<file path="config.mk">
export PLATFORM = sky130hd
export DESIGN_NAME = timestamp_proof_header_parser
export DESIGN_NICKNAME = d
export VERILOG_FILES = /design/src/hdl/tspp_pkg.sv /design/src/hdl/tspp_core.sv /design/src/hdl/timestamp_proof_header_parser.sv
export SDC_FILE = /design/constraint.sdc
export NUM_CORES = 1
export LEC_CHECK = 0
export CAP_MARGIN = 10
export CORE_MARGIN = 1
export CORE_UTILIZATION = 30
export DETAILED_ROUTE_END_ITERATION = 7
export DONT_BUFFER_PORTS = 1
export PLACE_DENSITY = 0.42
export SETUP_SLACK_MARGIN = 0.4
export SYNTH_ARGS = -nofsm -noshare
export SYNTH_HDL_FRONTEND = slang
export SYNTH_SLANG_ARGS = --single-unit
</file>
<file path="constraint.sdc">
create_clock -name i_clk -period 4.8 [get_ports i_clk]
set_clock_uncertainty 0.15 [all_clocks]
set_input_delay 0.24 -clock i_clk [delete_from_list [all_inputs] [get_ports i_clk]]
set_output_delay 0.24 -clock i_clk [all_outputs]
set_load 0.005 [all_outputs]
</file>
<file path="src/hdl/tspp_pkg.sv">
// Shared types, constants and lookup functions for the proof header parser.
package tspp_pkg;

    localparam int MAGIC_LEN        = 31;
    localparam int MAX_DIGEST_BYTES = 32;
    localparam int POS_W            = 6;
    localparam int MAGIC_IDX_W      = 5;

    localparam logic [7:0] VERSION_RESET = 8'h01;

    localparam logic [7:0] ALG_SHA1      = 8'h02;
    localparam logic [7:0] ALG_RIPEMD160 = 8'h03;
    localparam logic [7:0] ALG_SHA256    = 8'h08;
    localparam logic [7:0] ALG_KECCAK256 = 8'h67;

    localparam logic [POS_W-1:0] LEN_SHORT = POS_W'(20);
    localparam logic [POS_W-1:0] LEN_LONG  = POS_W'(32);

    typedef enum logic [2:0] {
        PH_MAGIC   = 3'd0,
        PH_VERSION = 3'd1,
        PH_ALGO    = 3'd2,
        PH_DIGEST  = 3'd3,
        PH_TAIL    = 3'd4,
        PH_ERROR   = 3'd5
    } t_phase;

    typedef enum logic [2:0] {
        ST_OK          = 3'd0,
        ST_BAD_MAGIC   = 3'd1,
        ST_OVERFLOW    = 3'd2,
        ST_CORRUPT     = 3'd3,
        ST_BAD_VERSION = 3'd4
    } t_status;

    typedef enum logic [1:0] {
        TK_NONE    = 2'd0,
        TK_VERSION = 2'd1,
        TK_DIGEST  = 2'd2
    } t_token_kind;

    typedef struct packed {
        t_token_kind token_kind;
        logic [7:0]  hash_code;
        logic [7:0]  data_byte;
        logic        digest_end;
        logic        done_res;
        t_status     status;
    } t_result;

    // Expected byte of the fixed file header at a given position.
    function automatic logic [7:0] magic_byte(input logic [MAGIC_IDX_W-1:0] idx);
        logic [7:0] b;
        begin
            case (idx)
                5'd0:  b = 8'h00;
                5'd1:  b = 8'h4f;
                5'd2:  b = 8'h70;
                5'd3:  b = 8'h65;
                5'd4:  b = 8'h6e;
                5'd5:  b = 8'h54;
                5'd6:  b = 8'h69;
                5'd7:  b = 8'h6d;
                5'd8:  b = 8'h65;
                5'd9:  b = 8'h73;
                5'd10: b = 8'h74;
                5'd11: b = 8'h61;
                5'd12: b = 8'h6d;
                5'd13: b = 8'h70;
                5'd14: b = 8'h73;
                5'd15: b = 8'h00;
                5'd16: b = 8'h00;
                5'd17: b = 8'h50;
                5'd18: b = 8'h72;
                5'd19: b = 8'h6f;
                5'd20: b = 8'h6f;
                5'd21: b = 8'h66;
                5'd22: b = 8'h00;
                5'd23: b = 8'hbf;
                5'd24: b = 8'h89;
                5'd25: b = 8'he2;
                5'd26: b = 8'he8;
                5'd27: b = 8'h84;
                5'd28: b = 8'he8;
                5'd29: b = 8'h92;
                5'd30: b = 8'h94;
                default: b = 8'h00;
            endcase
            return b;
        end
    endfunction

    // Digest length for an algorithm code; zero means unknown or too long.
    function automatic logic [POS_W-1:0] code_digest_len(input logic [7:0] code);
        logic [POS_W-1:0] n;
        begin
            unique case (code) inside
                ALG_SHA1, ALG_RIPEMD160:   n = LEN_SHORT;
                ALG_SHA256, ALG_KECCAK256: n = LEN_LONG;
                default:                   n = '0;
            endcase
            if (int'(n) > MAX_DIGEST_BYTES) begin
                n = '0;
            end
            return n;
        end
    endfunction

endpackage

</file>
<file path="src/hdl/tspp_core.sv">
// Parse state machine: one byte per cycle while i_advance is high, result computed in the same cycle.
module tspp_core (
    input  logic                  i_clk,
    input  logic                  i_rst_n,
    input  logic                  i_advance,
    input  logic [7:0]            i_byte,
    input  logic                  i_last,
    input  logic                  i_cfg_we,
    input  logic [7:0]            i_cfg_data,
    output logic                  o_emit,
    output tspp_pkg::t_result     o_result
);

    tspp_pkg::t_phase                 r_phase, n_phase;
    logic [tspp_pkg::POS_W-1:0]       r_pos, n_pos;
    logic [tspp_pkg::POS_W-1:0]       r_dlen, n_dlen;
    logic [7:0]                       r_alg, n_alg;
    logic                             r_mismatch, n_mismatch;
    tspp_pkg::t_status                r_err, n_err;
    logic [7:0]                       r_version;

    logic [tspp_pkg::POS_W-1:0]       pos_inc;
    logic [tspp_pkg::POS_W-1:0]       code_len;
    logic                             emit_tok;
    tspp_pkg::t_result                res;

    assign pos_inc  = r_pos + tspp_pkg::POS_W'(1);
    assign code_len = tspp_pkg::code_digest_len(i_byte);

    always_ff @(posedge i_clk) begin
        if (!i_rst_n) begin
            r_phase    <= tspp_pkg::PH_MAGIC;
            r_pos      <= '0;
            r_dlen     <= '0;
            r_alg      <= '0;
            r_mismatch <= 1'b0;
            r_err      <= tspp_pkg::ST_OK;
            r_version  <= tspp_pkg::VERSION_RESET;
        end else begin
            if (i_advance) begin
                r_phase    <= n_phase;
                r_pos      <= n_pos;
                r_dlen     <= n_dlen;
                r_alg      <= n_alg;
                r_mismatch <= n_mismatch;
                r_err      <= n_err;
            end
            if (i_cfg_we) begin
                r_version <= i_cfg_data;
            end
        end
    end

    always_comb begin
        n_phase    = r_phase;
        n_pos      = r_pos;
        n_dlen     = r_dlen;
        n_alg      = r_alg;
        n_mismatch = r_mismatch;
        n_err      = r_err;
        emit_tok   = 1'b0;
        res        = '0;

        unique case (r_phase)
            tspp_pkg::PH_MAGIC: begin
                if (tspp_pkg::magic_byte(r_pos[tspp_pkg::MAGIC_IDX_W-1:0]) != i_byte) begin
                    n_mismatch = 1'b1;
                end
                n_pos = pos_inc;
                if (int'(pos_inc) >= tspp_pkg::MAGIC_LEN) begin
                    n_pos = '0;
                    if (n_mismatch) begin
                        n_phase = tspp_pkg::PH_ERROR;
                        n_err   = tspp_pkg::ST_BAD_MAGIC;
                    end else begin
                        n_phase = tspp_pkg::PH_VERSION;
                    end
                end
            end
            tspp_pkg::PH_VERSION: begin
                if (i_byte == r_version) begin
                    emit_tok       = 1'b1;
                    res.token_kind = tspp_pkg::TK_VERSION;
                    res.data_byte  = i_byte;
                    n_phase        = tspp_pkg::PH_ALGO;
                end else begin
                    n_phase = tspp_pkg::PH_ERROR;
                    n_err   = tspp_pkg::ST_BAD_VERSION;
                end
            end
            tspp_pkg::PH_ALGO: begin
                if (code_len == '0) begin
                    n_phase = tspp_pkg::PH_ERROR;
                    n_err   = tspp_pkg::ST_CORRUPT;
                end else begin
                    n_alg   = i_byte;
                    n_dlen  = code_len;
                    n_pos   = '0;
                    n_phase = tspp_pkg::PH_DIGEST;
                end
            end
            tspp_pkg::PH_DIGEST: begin
                emit_tok       = 1'b1;
                res.token_kind = tspp_pkg::TK_DIGEST;
                res.hash_code  = r_alg;
                res.data_byte  = i_byte;
                n_pos          = pos_inc;
                if (pos_inc >= r_dlen) begin
                    res.digest_end = 1'b1;
                    n_phase        = tspp_pkg::PH_TAIL;
                end
            end
            tspp_pkg::PH_TAIL: begin
            end
            default: begin
            end
        endcase

        if (i_last) begin
            res.done_res = 1'b1;
            unique case (n_phase) inside
                tspp_pkg::PH_MAGIC, tspp_pkg::PH_VERSION: res.status = tspp_pkg::ST_OVERFLOW;
                tspp_pkg::PH_ALGO, tspp_pkg::PH_DIGEST:   res.status = tspp_pkg::ST_CORRUPT;
                tspp_pkg::PH_TAIL:                        res.status = tspp_pkg::ST_OK;
                default:                                  res.status = n_err;
            endcase
            // End of file: rearm for the next one.
            n_phase    = tspp_pkg::PH_MAGIC;
            n_pos      = '0;
            n_dlen     = '0;
            n_alg      = '0;
            n_mismatch = 1'b0;
            n_err      = tspp_pkg::ST_OK;
        end
    end

    assign o_emit   = emit_tok | i_last;
    assign o_result = res;

endmodule

</file>
<file path="src/hdl/timestamp_proof_header_parser.sv">
// Top level of the proof-file header parser: stream ports, result register and skid stage.
// A result is registered in the output register, or in the skid slot while the sink stalls.
// Throughput: one byte per cycle while the skid slot is free; the parse state updates once per accepted byte.
// The skid stage lets a byte be accepted while the result register is held by the sink.
// Reset (synchronous, active low) returns the parser to the start of the magic header,
// empties both result slots and sets the expected version to one.
module timestamp_proof_header_parser (
    input  logic        i_clk,
    input  logic        i_rst_n,
    // Configuration: expected version byte.
    input  logic        i_cfg_valid,
    output logic        o_cfg_ready,
    input  logic [7:0]  i_cfg_data,
    // Byte stream in.
    input  logic        s_axis_tvalid,
    output logic        s_axis_tready,
    input  logic [7:0]  s_axis_tdata,   // [7:0] byte_in
    input  logic        s_axis_tlast,   // last_byte
    // Result stream out.
    output logic        m_axis_tvalid,
    input  logic        m_axis_tready,
    output logic [23:0] m_axis_tdata,   // [7:0] hash_code, [15:8] data_byte,
                                        // [16] digest_end, [19:17] status, [23:20] zero
    output logic [1:0]  m_axis_tuser,   // [1:0] token_kind
    output logic        m_axis_tlast    // done_res
);

    logic              accept;
    logic              core_emit;
    tspp_pkg::t_result core_res;

    tspp_pkg::t_result r_out, n_out;
    logic              r_out_valid, n_out_valid;
    tspp_pkg::t_result r_skid, n_skid;
    logic              r_skid_valid, n_skid_valid;

    // The configuration register can always take a write.
    assign o_cfg_ready = 1'b1;

    // A byte is taken whenever the skid slot is free; the skid slot then
    // always has room for the result of that byte should the sink stall.
    assign s_axis_tready = !r_skid_valid;
    assign accept        = s_axis_tvalid && s_axis_tready;

    tspp_core u_core (
        .i_clk      (i_clk),
        .i_rst_n    (i_rst_n),
        .i_advance  (accept),
        .i_byte     (s_axis_tdata),
        .i_last     (s_axis_tlast),
        .i_cfg_we   (i_cfg_valid),
        .i_cfg_data (i_cfg_data),
        .o_emit     (core_emit),
        .o_result   (core_res)
    );

    always_comb begin
        n_out        = r_out;
        n_out_valid  = r_out_valid;
        n_skid       = r_skid;
        n_skid_valid = r_skid_valid;
        if (!r_out_valid || m_axis_tready) begin
            // Output register is free or being emptied in this transfer.
            if (r_skid_valid) begin
                n_out        = r_skid;
                n_out_valid  = 1'b1;
                n_skid_valid = 1'b0;
            end else begin
                n_out       = core_res;
                n_out_valid = accept && core_emit;
            end
        end else if (accept && core_emit) begin
            // Sink is stalled: park the new result in the skid slot.
            n_skid       = core_res;
            n_skid_valid = 1'b1;
        end
    end

    always_ff @(posedge i_clk) begin
        if (!i_rst_n) begin
            r_out_valid  <= 1'b0;
            r_skid_valid <= 1'b0;
        end else begin
            r_out_valid  <= n_out_valid;
            r_skid_valid <= n_skid_valid;
        end
        r_out  <= n_out;
        r_skid <= n_skid;
    end

    assign m_axis_tvalid = r_out_valid;
    assign m_axis_tuser  = r_out.token_kind;
    assign m_axis_tlast  = r_out.done_res;
    assign m_axis_tdata  = {4'b0000, r_out.status, r_out.digest_end,
                            r_out.data_byte, r_out.hash_code};

endmodule
</file>
==> impl_results.md <==
* CP Class: reg2reg
* Worst EP arrival at 3740 ps
* Final HPWL DP at 7250 um
* Max transition margin at 41.2%
* Register area share after synthesis at ~47%
* Final core occ at 35.2%
* GR Overflow Total at 0
* Largest fanout on the critical path at 10
* Final hold vios at 0
* Initial antenna violation count at 0
* First-pass GRT wire length at 17200 um
* Fraction of layout cells with a size suffix above 1 at 13.3%
* P per Cell Area at 293 nW/um^2
* Nets at 491
* Starting Density at a little under a third
* Final worst path period share at 76.2%
* WP data required at 4880 ps
* Most area-consuming cells after synthesis: edfxtp_1 (30%), dfxtp_1 (18%), mux2_2 (5.6%)
* Number of global-route vias before repair at 3179
* CTS tree: yes
* Diodes inserted at 0
* Async S/R FF share, synth at 0%
* I/O pins at 52
* Leading cell types in the layout, fill and taps excluded: edfxtp_1 (46), dfxtp_1 (41), nand2_1 (27)
* Synth top area share at 29.7%
* Total track usage at 14.0%
* Slew @ Worst Pin at 881 ps
* Met3 WL at roughly 330 um
* Fill cells at 1511
* # rows at 45
* Synth cell types at 70
* Num CTS Buffers at 9
* Reg-to-reg slack, setup at roughly 1100 ps
* Die ar. at 16000 um^2
* Final min period at 3660 ps
* Die Width at 126 um
* Area Growth Syn to Fin at 14.8%
* Worst Hold End: r_skid[1]
* Max rail drop VDD at 0.000165 V
* Syn avg cell area at 10.7 um^2
* Top layer in use: met4
* Root Buffer: clkbuf_16
* Routed vias/inst at 4.99
* Met2 wire len at approximately 5000 um
* Final hold slack at roughly 25 ps
* CTS H-Tree Depth at 3
* Final GP Congestion at 0.859
* Hold path depth at 1
* WL/cell at 16.4 um
* Worst r2r path cells at 11
* Post-CTS Setup Bufs at 0
* Hold Crit Class: in2reg
* Setup TNS at 0 ps
* Worst Setup Start Kind: flop
* Hold Startpoint: s_axis_tlast
* Post-CTS sizing at 0
* Die height at about 130 um
* CTS Buffer Depth at 2
* Leakage power at around 1.9 nW
* RSZ-0062 raised after global routing: false
* IO Port Bufs at 0
* Max-Cap Viols at 0
* Pin count of the biggest net entering global routing at 35
* Clk Latency, worst-skew pair at 350 ps
* Status: finished clean
* R2R Path Start: u_core.r_pos[0]
* Primary FF master, synth: edfxtp_1
* M1 wire length at a little over 5000 um
* Drc violations at 0
* Final setup viols at 0
* Yosys top cell by area: edfxtp_1
* Post-synth EDFFs at 46
* Yosys reg bits at 87
* Final wirelength at around 11000 um
* CTS clock-pin slew for the worst setup and hold paths at around 60 ps
* Drt initial violations at 136
* Critical path capture point type: flop
* Mapped Cells at between 400 and 500
* Synthesized cell area at roughly 4600 um^2
* Drt first pass iters at 4
* Ys Warns at 0
* Antenna-violating nets left at 0
* Max Slew Vio Count at 0
* CTS Sinks at 87
* Vias at 3229
* Most common cell after layout, fill and taps aside: edfxtp_1
* Fmax at roughly 0.27 GHz
* Core area at ~15000 um^2
==> how the worst max path moves through the flow <==
| stage | slack (ps) | cells after the start | start | to |
|---|---|---|---|---|
| after global routing | 760 | 10 | r_skid_valid | flop |
| after global placement | 1020 | 15 | s_axis_tdata[4] | flop |
| after CTS | 1050 | 10 | r_skid_valid | flop |
| final | 1140 | 11 | u_core.r_pos[0] | flop |
| after detailed placement | 900 | 15 | s_axis_tdata[4] | flop |
| after floorplan | 1240 | 14 | s_axis_tdata[4] | flop |
==> layer usage <==
metal	vias to the layer above	global-route usage (%)
met1	1554	17.6
met3	16	3.84
met4	0	4.89
met2	60	23.0
li1	1599	-
met5	-	0
==> kinds of logic after synthesis <==
family	share of synthesized area, %
fa+ha+maj	4.04
mux	8.27
compound gates	14.0
buf+inv	4.31
simple gates	18.3
xor+xnor	3.58
flops	47.4
other cells	0.162
==> stage by stage <==
stage / setup slack, ps / total power, W / cells / instance area (um^2)
floorplan: 1240 / 0.000902 / 437 / 4660
global placement: 1020 / 0.000911 / 606 / 4810
detailed placement: 902 / 0.000911 / 606 / 4810
CTS: 1050 / 0.00159 / 647 / 5330
global route: 757 / 0.00163 / 647 / 5330
finish: 1140 / 0.00156 / 647 / 5330
==> sequential cells by signal (all words and copies together) (netlist names), named ones only <==
signal and count:
r_skid_valid 1, m_axis_tuser 2, u_core.r_pos 6, u_core.r_dlen 2, r_skid 23, m_axis_tlast 1
u_core.r_version 8, m_axis_tvalid 1, u_core.r_mismatch 1, u_core.r_alg 8, m_axis_tdata 20, u_core.r_err 3
u_core.r_phase 3
==> synthesized netlist by cell type, types with 3 or more instances <==
cell,instances
nor2_1,18
nor2b_1,24
a31oi_1,3
o21ai_1,4
a21oi_1,17
edfxtp_1,46
nor4_1,4
buf_4,8
o211ai_1,4
nand2_1,27
mux2_2,23
o21ai_0,18
clkbuf_1,15
a22oi_1,6
ha_1,15
inv_1,15
mux2i_1,11
nor3_1,7
nand4_1,5
and2_1,18
xor2_1,6
nand3_1,10
dfxtp_1,41
a21boi_0,8
nand2b_1,5
nor3b_1,10
xnor2_1,13
==> layout make-up <==
| class | count | area (um^2) | share of cell area, % |
|---|---|---|---|
| clock buffers | 12 | 236 | 4.43 |
| clock inverters | 4 | 30.0 | 0.563 |
| inverters | 18 | 72.6 | 1.36 |
| multi-input cells | 308 | 2260 | 42.4 |
| flip-flops and latches | 87 | 2200 | 41.3 |
| well taps | 188 | 235 | 4.41 |
| repair buffers | 30 | 298 | 5.58 |
==> worst max-delay path, stage by stage, from the launching register on <==
cell      delay (ps)
dfxtp_1          500
ha_1             280
nor2b_1          240
nand4_1          220
a41oi_4          380
nor2_2           120
o211ai_1         490
inv_1            170
ha_1             300
mux2_4           290
a211o_1          290
o2111a_1         140
==> report_power, final <==
group | switching (W) | internal (W) | leakage [nW]
Combinational | 0.0000506 | 0.0000553 | 0.999
Sequential | 0.0000134 | 0.000801 | 0.773
Clock | 0.000290 | 0.000353 | 0.129
==> what timing repair did <==
item,in CTS,in global routing
setup endpoints to repair,0,0
hold endpoints to repair,45,0
hold buffers,25,0
(Power assumes the default switching activity.)
